**config.mk**
```make
export PLATFORM = sky130hd
export DESIGN_NAME = mtf_zero_run_tokenizer
export DESIGN_NICKNAME = d
export VERILOG_FILES = /design/src/hw/rtl/mtfzr_pkg.sv /design/src/hw/rtl/mtfzr_datapath.sv /design/src/hw/rtl/mtfzr_ctrl.sv /design/src/hw/rtl/mtf_zero_run_tokenizer.sv
export SDC_FILE = /design/constraint.sdc
export NUM_CORES = 2
export LEC_CHECK = 0
export BUFFER_PORTS_ARGS = -buffer_cell sky130_fd_sc_hd__buf_2
export CAP_MARGIN = 40
export CORE_ASPECT_RATIO = 1.75
export CORE_UTILIZATION = 25
export DETAILED_ROUTE_END_ITERATION = 12
export GPL_TIMING_DRIVEN = 1
export PLACE_DENSITY = 0.46
export RECOVER_POWER = 50
export SYNTH_ARGS = -nofsm -noshare
export SYNTH_HDL_FRONTEND = slang
export SYNTH_SLANG_ARGS = --single-unit
```
**constraint.sdc**
```tcl
create_clock -name clk -period 6.6 [get_ports clk]
set_input_delay 1.65 -clock clk [delete_from_list [all_inputs] [get_ports clk]]
set_output_delay 1.65 -clock clk [all_outputs]
set_load 0.01 [all_outputs]
```
**src/hw/rtl/mtfzr_pkg.sv**
```systemverilog
// Package for the move-to-front zero-run tokenizer.
// Shared types, token codes and controller/datapath command and status structs.
package mtfzr_pkg;

    localparam int RUN_WIDTH = 20;
    localparam int RUN_CNT_W = $clog2(RUN_WIDTH + 1);

    localparam logic [3:0] CTX_BUCKET = 4'd0;
    localparam logic [3:0] CTX_RAW    = 4'd8;
    localparam logic [7:0] TOK_RUN_A  = 8'd0;
    localparam logic [7:0] TOK_RUN_B  = 8'd1;
    localparam logic [7:0] TOK_EOB    = 8'd2;
    localparam logic [7:0] TOK_ONE    = 8'd3;

    localparam logic [1:0] TSEL_RAW    = 2'd0;
    localparam logic [1:0] TSEL_DIGIT  = 2'd1;
    localparam logic [1:0] TSEL_BUCKET = 2'd2;
    localparam logic [1:0] TSEL_OFFSET = 2'd3;

    typedef struct packed {
        logic       load;
        logic       scan;
        logic       shift_run;
        logic       bump_run;
        logic       clear_run;
        logic       emit;
        logic [1:0] tsel;
        logic [1:0] byte_idx;
        logic       eob;
        logic       last;
    } mtfzr_cmd_t;

    typedef struct packed {
        logic                 command;
        logic                 block_end;
        logic [7:0]           pos;
        logic                 run_nonzero;
        logic                 run_digits_left;
        logic                 out_busy;
    } mtfzr_stat_t;

endpackage

```
**src/hw/rtl/mtfzr_datapath.sv**
```systemverilog
// Datapath: MTF list registers, parallel lookup and shift, run counter, token output register.
// Depends on mtfzr_pkg.
module mtfzr_datapath
    import mtfzr_pkg::*;
(
    input  logic        clk,
    input  logic        rst_n,
    input  logic [39:0] s_tdata,
    input  logic        s_tuser,
    input  logic        s_tlast,
    input  mtfzr_cmd_t  cmd,
    output mtfzr_stat_t stat,
    output logic        m_tvalid,
    input  logic        m_tready,
    output logic [7:0]  m_tdata,
    output logic [3:0]  m_tuser,
    output logic        m_tlast
);

    logic [7:0]           list_reg [256];
    logic [7:0]           byte_reg;
    logic [31:0]          word_reg;
    logic                 cmd_reg, end_reg;
    logic [7:0]           pos_reg;
    logic [RUN_WIDTH-1:0] run_reg;
    logic [RUN_WIDTH-1:0] digits_reg;
    logic [RUN_CNT_W-1:0] ndig_reg;
    logic [3:0]           ctx_reg;
    logic [7:0]           val_reg;
    logic                 last_reg;

    logic [255:0] hit;
    logic [7:0]   pos_next;
    logic [2:0]   bk;
    logic [3:0]   ctx_next;
    logic [7:0]   val_next;
    logic [RUN_WIDTH:0] rp1;

    always_comb
    begin
        pos_next = 8'd255;
        for (int i = 255; i >= 0; i--)
        begin
            hit[i] = (list_reg[i] == byte_reg);
            if (hit[i])
                pos_next = 8'(i);
        end
    end

    always_comb
    begin
        bk = 3'd1;
        for (int b = 7; b >= 2; b--)
            if (pos_reg[b] && bk == 3'd1)
                bk = 3'(b);
    end

    // bijective base-2 digits of run: digits of (run+1) without the leading one
    always_comb
    begin
        rp1 = {1'b0, run_reg} + 1'b1;
    end

    always_comb
    begin
        ctx_next = CTX_BUCKET;
        val_next = TOK_EOB;
        unique case (cmd.tsel)
            TSEL_RAW:
            begin
                ctx_next = CTX_RAW;
                val_next = word_reg[8*(3-cmd.byte_idx) +: 8];
            end
            TSEL_DIGIT:
            begin
                val_next = digits_reg[ndig_reg - 1'b1] ? TOK_RUN_B : TOK_RUN_A;
            end
            TSEL_BUCKET:
            begin
                if (cmd.eob)
                    val_next = TOK_EOB;
                else if (pos_reg == 8'd1)
                    val_next = TOK_ONE;
                else
                    val_next = TOK_ONE + 8'(bk);
            end
            TSEL_OFFSET:
            begin
                ctx_next = {1'b0, bk};
                val_next = pos_reg & ~(8'd1 << bk);
            end
            default: ;
        endcase
    end

    always_ff @(posedge clk or negedge rst_n)
    begin
        if (!rst_n)
        begin
            for (int i = 0; i < 256; i++)
                list_reg[i] <= 8'(i);
            run_reg    <= '0;
            digits_reg <= '0;
            ndig_reg   <= '0;
            m_tvalid   <= 1'b0;
        end
        else
        begin
            if (cmd.scan)
            begin
                for (int i = 1; i < 256; i++)
                    if (8'(i) <= pos_next)
                        list_reg[i] <= list_reg[i-1];
                list_reg[0] <= byte_reg;
            end
            if (cmd.bump_run && run_reg != {RUN_WIDTH{1'b1}})
                run_reg <= run_reg + 1'b1;
            if (cmd.shift_run)
            begin
                // load digit register: run+1 bits below the top one
                digits_reg <= rp1[RUN_WIDTH-1:0];
                ndig_reg   <= '0;
                for (int b = 1; b <= RUN_WIDTH; b++)
                    if (rp1[b])
                        ndig_reg <= RUN_CNT_W'(b);
            end
            if (cmd.emit && cmd.tsel == TSEL_DIGIT)
                ndig_reg <= ndig_reg - 1'b1;
            if (cmd.clear_run)
                run_reg <= '0;
            if (cmd.emit)
                m_tvalid <= 1'b1;
            else if (m_tready)
                m_tvalid <= 1'b0;
        end
    end

    always_ff @(posedge clk)
    begin
        if (cmd.load)
        begin
            cmd_reg  <= s_tuser;
            byte_reg <= s_tdata[7:0];
            end_reg  <= s_tlast;
            word_reg <= s_tdata[39:8];
        end
        if (cmd.scan)
            pos_reg <= pos_next;
        if (cmd.emit)
        begin
            ctx_reg  <= ctx_next;
            val_reg  <= val_next;
            last_reg <= cmd.last;
        end
    end

    assign m_tdata = val_reg;
    assign m_tuser = ctx_reg;
    assign m_tlast = last_reg;

    assign stat.command         = cmd_reg;
    assign stat.block_end       = end_reg;
    assign stat.pos             = pos_reg;
    assign stat.run_nonzero     = (run_reg != '0);
    assign stat.run_digits_left = (ndig_reg != '0);
    assign stat.out_busy        = m_tvalid && !m_tready;

endmodule

```
**src/hw/rtl/mtfzr_ctrl.sv**
```systemverilog
// Controller: sequences lookup, run flush, position, end-of-block and raw word tokens.
// Depends on mtfzr_pkg.
module mtfzr_ctrl
    import mtfzr_pkg::*;
(
    input  logic        clk,
    input  logic        rst_n,
    input  logic        s_tvalid,
    output logic        s_tready,
    input  mtfzr_stat_t stat,
    output mtfzr_cmd_t  cmd
);

    localparam logic [2:0] ST_IDLE   = 3'd0;
    localparam logic [2:0] ST_SCAN   = 3'd1;
    localparam logic [2:0] ST_DECIDE = 3'd2;
    localparam logic [2:0] ST_DIGIT  = 3'd3;
    localparam logic [2:0] ST_BUCKET = 3'd4;
    localparam logic [2:0] ST_OFFSET = 3'd5;
    localparam logic [2:0] ST_EOB    = 3'd6;
    localparam logic [2:0] ST_RAW    = 3'd7;

    logic [2:0] state_reg, state_next;
    logic [1:0] idx_reg, idx_next;
    logic       phase_reg, phase_next;   // 0 flush before position, 1 before eob

    logic pos_nz, need_off, go;
    assign pos_nz   = stat.pos != 8'd0;
    assign need_off = stat.pos > 8'd1;
    assign go       = !stat.out_busy;

    always_comb
    begin
        state_next = state_reg;
        idx_next   = idx_reg;
        phase_next = phase_reg;
        cmd        = '0;
        s_tready   = 1'b0;
        unique case (state_reg)
            ST_IDLE:
            begin
                s_tready = 1'b1;
                if (s_tvalid)
                begin
                    cmd.load   = 1'b1;
                    state_next = ST_SCAN;
                end
            end
            ST_SCAN:
            begin
                if (stat.command)
                begin
                    idx_next   = 2'd0;
                    state_next = ST_RAW;
                end
                else
                begin
                    cmd.scan   = 1'b1;
                    state_next = ST_DECIDE;
                end
            end
            ST_DECIDE:
            begin
                if (pos_nz)
                begin
                    cmd.shift_run = 1'b1;
                    cmd.clear_run = 1'b1;
                    phase_next    = 1'b0;
                    state_next    = stat.run_nonzero ? ST_DIGIT : ST_BUCKET;
                end
                else
                begin
                    cmd.bump_run = 1'b1;
                    phase_next   = 1'b1;
                    state_next   = stat.block_end ? ST_EOB : ST_IDLE;
                end
                if (!pos_nz && stat.block_end)
                begin
                    // flush happens from ST_EOB after bump takes effect
                    state_next = ST_EOB;
                    idx_next   = 2'd1;
                end
            end
            ST_DIGIT:
            begin
                cmd.tsel = TSEL_DIGIT;
                if (!stat.run_digits_left)
                    state_next = phase_reg ? ST_EOB : ST_BUCKET;
                else if (go)
                begin
                    cmd.emit = 1'b1;
                end
            end
            ST_BUCKET:
            begin
                cmd.tsel = TSEL_BUCKET;
                if (go)
                begin
                    cmd.emit = 1'b1;
                    cmd.last = !need_off && !stat.block_end;
                    if (need_off)
                        state_next = ST_OFFSET;
                    else if (stat.block_end)
                    begin
                        state_next = ST_EOB;
                        idx_next   = 2'd0;
                    end
                    else
                        state_next = ST_IDLE;
                end
            end
            ST_OFFSET:
            begin
                cmd.tsel = TSEL_OFFSET;
                if (go)
                begin
                    cmd.emit   = 1'b1;
                    cmd.last   = !stat.block_end;
                    idx_next   = 2'd0;
                    state_next = stat.block_end ? ST_EOB : ST_IDLE;
                end
            end
            ST_EOB:
            begin
                cmd.tsel = TSEL_BUCKET;
                cmd.eob  = 1'b1;
                if (idx_reg == 2'd1)
                begin
                    // run may still be pending: load digits first
                    idx_next = 2'd0;
                    if (stat.run_nonzero)
                    begin
                        cmd.shift_run = 1'b1;
                        cmd.clear_run = 1'b1;
                        phase_next    = 1'b1;
                        state_next    = ST_DIGIT;
                    end
                end
                else if (go)
                begin
                    cmd.emit   = 1'b1;
                    cmd.last   = 1'b1;
                    state_next = ST_IDLE;
                end
            end
            ST_RAW:
            begin
                cmd.tsel     = TSEL_RAW;
                cmd.byte_idx = idx_reg;
                if (go)
                begin
                    cmd.emit = 1'b1;
                    cmd.last = idx_reg == 2'd3;
                    idx_next = idx_reg + 2'd1;
                    if (idx_reg == 2'd3)
                        state_next = ST_IDLE;
                end
            end
            default: state_next = ST_IDLE;
        endcase
    end

    always_ff @(posedge clk or negedge rst_n)
    begin
        if (!rst_n)
        begin
            state_reg <= ST_IDLE;
            idx_reg   <= 2'd0;
            phase_reg <= 1'b0;
        end
        else
        begin
            state_reg <= state_next;
            idx_reg   <= idx_next;
            phase_reg <= phase_next;
        end
    end

endmodule

```
**src/hw/rtl/mtf_zero_run_tokenizer.sv**
```systemverilog
// Top level of the move-to-front zero-run tokenizer.
// Depends on mtfzr_pkg, mtfzr_ctrl, mtfzr_datapath.
//
//  channel  | direction | payload
//  s_axis   | in        | tuser command, tdata data_byte/word_value, tlast block_end
//  m_axis   | out       | tuser token_context, tdata token_value, tlast token_last
//
// A data transaction is accepted, looked up and decided, then emits its tokens;
// a run flush leaves ST_DIGIT once its digits are out, and a zero position that
// ends a block first visits ST_EOB to flush the run. A word emits four tokens.
// The MTF list is looked up and shifted in the same cycle. Reset restores the
// identity list and a zero run count at once. Output stalls hold the controller;
// a new transaction waits for idle.
module mtf_zero_run_tokenizer
    import mtfzr_pkg::*;
(
    input  logic        clk,
    input  logic        rst_n,
    input  logic        s_axis_tvalid,
    output logic        s_axis_tready,
    input  logic [39:0] s_axis_tdata,   // data_byte, word_value
    input  logic        s_axis_tuser,   // command
    input  logic        s_axis_tlast,   // block_end
    output logic        m_axis_tvalid,
    input  logic        m_axis_tready,
    output logic [7:0]  m_axis_tdata,   // token_value
    output logic [3:0]  m_axis_tuser,   // token_context
    output logic        m_axis_tlast    // token_last
);

    mtfzr_cmd_t  cmd;
    mtfzr_stat_t stat;

    mtfzr_ctrl u_ctrl (
        .clk      (clk),
        .rst_n    (rst_n),
        .s_tvalid (s_axis_tvalid),
        .s_tready (s_axis_tready),
        .stat     (stat),
        .cmd      (cmd)
    );

    mtfzr_datapath u_dp (
        .clk      (clk),
        .rst_n    (rst_n),
        .s_tdata  (s_axis_tdata),
        .s_tuser  (s_axis_tuser),
        .s_tlast  (s_axis_tlast),
        .cmd      (cmd),
        .stat     (stat),
        .m_tvalid (m_axis_tvalid),
        .m_tready (m_axis_tready),
        .m_tdata  (m_axis_tdata),
        .m_tuser  (m_axis_tuser),
        .m_tlast  (m_axis_tlast)
    );

    a_no_emit_stalled: assert property (@(posedge clk) disable iff (!rst_n)
        stat.out_busy |-> !cmd.emit) else $error("token overwritten");
    a_no_accept_busy: assert property (@(posedge clk) disable iff (!rst_n)
        cmd.emit |-> !s_axis_tready) else $error("accept during emit");

endmodule
```
==> flow_summary.rst <==
.. list-table::
   :header-rows: 1

   * - Metric
     - Value
   * - CP max stage cell
     - o211ai_1
   * - Power per unit of standard cell area
     - 283.1 mW/mm^2
   * - Die Height
     - 892.6 microns
   * - Synthesized flop and latch total
     - between 2000 and 2500
   * - Post-route DRC violation count
     - 0
   * - Global-route wire length before repair
     - between 500 and 600 mm
   * - Placed wire-length estimate
     - 294.5 mm
   * - Launch point of the worst hold path
     - u_dp.list_reg[519]$_DFFE_PN1P_
   * - TritonCTS clock tree
     - yes
   * - Max FFs per register
     - between 2000 and 2500
   * - CTS Buf Count
     - about 210
   * - Final #Nets
     - 9754
   * - Via Count
     - 73460
   * - Synthesized instance count
     - 9039
   * - Max-slew headroom at the worst pin
     - -268.7%
   * - Initial Utilization
     - around a quarter
   * - GRT overflow
     - 0
   * - Die Width
     - 510.9 microns
   * - Synth warnings
     - 0
   * - Number of nets produced by synthesis
     - 9095
   * - CP Launch Point
     - u_dp.byte_reg[7]$_DFFE_PP_
   * - Leading register cell type out of synthesis
     - dfrtp_1
   * - Hold-fix buffer count after cts
     - 0
   * - Cell at the root of the clock tree
     - clkbuf_16
   * - Sum of routed wire length over all layers
     - 381.5 mm
   * - Last weighted congestion value of the routability-driven placer
     - 0.9701
   * - Io pins
     - 61
   * - Type of the worst min-delay path
     - reg2reg
   * - Average instance area after synthesis
     - approximately 13 sq um
   * - Violation count after the first detailed-routing iteration
     - 3540
   * - Capturing element type of the critical path
     - register
   * - Worst Path Arrival
     - 7320 ps
   * - Maximum number of pins on one net before global-route repair
     - 171
   * - Peak clock frequency supported by timing
     - 152.4 MHz
   * - Stage delay of the slowest cell on the critical path
     - 680 ps
   * - Critical Path Most Common Cell
     - buf_4
   * - Worst setup path class
     - reg2reg
   * - Fraction of synthesis flops using an asynchronous set or reset pin
     - 97.08%
   * - CTS max path bufs
     - 4
   * - Level count of the clock H-tree
     - 4
   * - Synthesized cell area
     - between 0.1 and 0.15 sq mm
   * - Worst Setup Start Kind
     - register
   * - Combined flip-flop and latch cell area
     - 0.05551 sq mm
   * - Buf/Inv on CP
     - 10
   * - Total area of multi-input combinational cells
     - 0.05497 sq mm
   * - Period utilization
     - 99.42%
   * - Hold Fails Final Rpt
     - 0
   * - Worst supply voltage drop on vdd
     - 0.0002375 V
   * - Count of distinct cell types in the synthesized netlist
     - 120
   * - Sequential fraction of the synthesis area
     - about 49%
   * - Number of antenna violations at the first check in global routing
     - 11
   * - Worst setup skew after layout
     - about 110 ps
   * - Violations in the final reports
     - capacitance limit, slew limit
   * - Cells along the critical path
     - buf_12 -> buf_4 -> xor2_1 -> nor4_2 -> nand2_1 -> a21oi_1 -> o2111ai_2 -> buf_4 -> o211ai_1 -> a2111oi_2 -> buf_2 -> buf_4 -> o311a_1 -> o31ai_4 -> buf_4 -> buf_4 -> nand2_1 -> nor3_4 -> buf_4 -> nand2_1 -> buf_12 -> nand2_1 -> buf_4 -> mux2_2
   * - Fraction of layout instances using a drive strength above 1
     - between 40% and 50%
   * - Family with the most delay on the worst path
     - buffers and inverters
   * - Number of standard-cell rows in the floorplan
     - 326
   * - GRT Util Overall
     - 16.51%
   * - Clock latency on the worst-skew pair
     - roughly 950 ps
   * - Slew at the pin closest to its max-slew limit
     - 5531 ps
   * - Setup violation total in the final timing report
     - 0
   * - Core outline area
     - 0.4507 sq mm
   * - Number of enable-type register cells in the synthesized netlist
     - 63
   * - Sum of negative setup slack
     - 0 ps
   * - Period minus WS final
     - around 6600 ps
   * - Post-DRT Antenna Nets
     - 0
   * - Crit path max fanout
     - 15
   * - Required time of the critical path
     - between 7000 and 8000 ps
   * - Pins Over Slew Limit
     - 94
   * - Drt pass-1 iters
     - 5
   * - Number of buffer cells added on primary ports
     - 60
   * - Finished Layout Cells
     - 15780
   * - Post-CTS clock slew at the launch and capture registers of the worst setup and hold paths
     - 70 ps
   * - Total Die Area
     - 0.4560 sq mm
   * - Count of placed standard cells including taps
     - 15380
   * - Status
     - finished with violations
   * - Syn-to-layout area delta
     - 17.50%
   * - Filler Cells Inserted
     - 45680
   * - Reported max-cap violation count
     - 3
   * - Avg Vias per Cell
     - about 4.7
   * - Wirelength per Cell
     - around 24 microns
   * - Reg-to-reg startpoint
     - u_dp.byte_reg[7]$_DFFE_PP_
   * - Sink count of the clock tree
     - roughly 2200
   * - Vias in the first global route
     - 80300
   * - Leakage power
     - 58.07 nW
## cells by family (layout without fill, tap and decap cells)
| logic type | count (synthesis) | count (layout) | share of synthesized area [%] |
|---|---|---|---|
| AOI/OAI and AO/OA | 655 | 655 | 4.237 |
| and+or+nand+nor | 1724 | 1724 | 7.997 |
| buffers and inverters | 426 | 1257 | 2.688 |
| other | 0 | 2 | 0 |
| xor gates and xnor gates | 2059 | 2059 | 15.92 |
| DFF | 2155 | 2155 | 48.99 |
| adders and majority gates | 10 | 10 | 0.1104 |
| muxes | 2010 | 2010 | 20.06 |
## cell usage in the layout, fill, tap and decap left out, drive strengths merged, types with 12 or more instances in the layout
cell      instances
o21ai           166
o2111ai          17
dfrtp          1076
nor3             64
mux2           2001
nor2            266
nor4            356
a21boi           19
and2            104
xor2           1233
bufinv           25
nand3            56
clkinv           42
edfxtp           63
nand2b           20
a2111oi          20
nand4           247
a21oi           135
dfstp          1016
o21bai           16
or2              26
xnor2           826
a31oi            45
a21o             18
a211o            16
or4              12
or3              16
clkinvlp         13
o211ai           29
buf             795
nand2           471
o31ai            19
inv              48
a211oi           40
clkbuf          326
and3             28
## worst paths after layout
| check | depth (start not counted) | to | slack (ps) |
|---|---|---|---|
| worst min-delay path | 2 | u_dp.list_reg[511]$_DFFE_PN1P_ | 420 |
| max in group asynchronous | 2 | u_dp.list_reg[901]$_DFFE_PN0P_ | 550 |
| min in group asynchronous | 1 | u_dp.list_reg[700]$_DFFE_PN0P_ | 2750 |
| worst max-delay path | 24 | u_dp.list_reg[1041]$_DFFE_PN0P_ | 40 |
| worst max register to register | 24 | u_dp.list_reg[1041]$_DFFE_PN0P_ | 40 |
| worst min register to register | 2 | u_dp.list_reg[511]$_DFFE_PN1P_ | 420 |
## worst register-to-register path: stages (launching register included)
cell and delay [ps]:
edfxtp_1 470, buf_12 230, buf_4 400, xor2_1 170, nor4_2 440, nand2_1 160
a21oi_1 180, o2111ai_2 210, buf_4 240, o211ai_1 680, a2111oi_2 180, buf_2 230
buf_4 160, o311a_1 180, o31ai_4 400, buf_4 270, buf_4 170, nand2_1 170
nor3_4 300, buf_4 180, nand2_1 210, buf_12 220, nand2_1 70, buf_4 170
mux2_2 350
## synth_stat cells (14+ instances only)
master / number / area (sq um)
a31oi_1: 29 / 181.4
dfrtp_1: 1076 / 26930
edfxtp_1: 63 / 1892
or2_2: 22 / 137.6
o21ai_1: 36 / 180.2
xnor2_1: 826 / 7234
a2111oi_0: 18 / 157.7
inv_1: 38 / 142.6
o2111ai_1: 17 / 148.9
and3_1: 28 / 175.2
buf_4: 119 / 893.4
a211oi_1: 37 / 277.8
mux2_1: 26 / 292.8
mux2_2: 1967 / 22150
clkbuf_1: 77 / 289.0
nand4_1: 247 / 1545
nor4_1: 355 / 2221
nand2_1: 467 / 1753
a21oi_2: 16 / 140.1
xor2_1: 1233 / 10800
a21o_1: 18 / 135.1
a211o_1: 16 / 140.1
o211ai_1: 27 / 202.7
dfstp_2: 1016 / 26700
and2_1: 102 / 638.1
buf_6: 86 / 968.4
or3_1: 16 / 100.1
nor3_1: 60 / 300.3
buf_8: 18 / 270.3
a21oi_1: 117 / 585.6
o21bai_1: 14 / 105.1
nand3_1: 56 / 280.3
nor2_1: 258 / 968.4
nand2b_1: 20 / 125.1
o21ai_0: 123 / 615.6
buf_2: 64 / 320.3
## power breakdown
part | leakage [nW] | internal [W] | total [W] | switching [W]
sequential | 26.0 | 0.0136 | 0.0139 | 0.000242
clock | 3.54 | 0.00741 | 0.0130 | 0.00561
combinational | 28.5 | 0.00407 | 0.0108 | 0.00672
total | 58.1 | 0.0251 | 0.0377 | 0.0126
## timing repair
action | 4_1_cts | 5_1_grt
buffers inserted | 1 | 3
cloned | 0 | 0
gates resized for setup | 8 | 15
endpoints found under the setup margin | 158 | 105
pin swaps | 2 | 3
## routing by layer
metal	GRT usage [%]	share of wire, %	wire length, microns	vias to the layer above
met2	32.20	55	210400	1342
li1	-	-	-	33240
met1	15.98	34	130800	38110
met4	11.71	8.1	30900	4
met3	1.731	2.4	9330	773
met5	0	0.0058	22	-
## area by class of cell
cell class / instances / share of cell area, %
sequential: 2155 / 41.70
multi-input combinational: 6458 / 41.29
timing repair buffer: 828 / 5.907
tap: 5904 / 5.549
clock buffer: 301 / 4.582
clock inverter: 84 / 0.8515
inverter: 44 / 0.1259
antenna: 2 / 0.003759
## per-stage QoR
step,util (%),area (sq um),setup slack [ps],hold slack [ps],power (W)
floorplan,-,113300,1506,440.8,0.01956
global placement,27.87,125600,-1747,458.4,0.02476
detailed placement,27.92,125900,-283.2,459.6,0.02482
CTS,29.54,133100,30.47,417.6,0.03813
global route,29.54,133100,-43.26,455.1,0.03903
finish,29.54,133100,38.56,423.0,0.03769
Power figures use the tool's default switching activity.
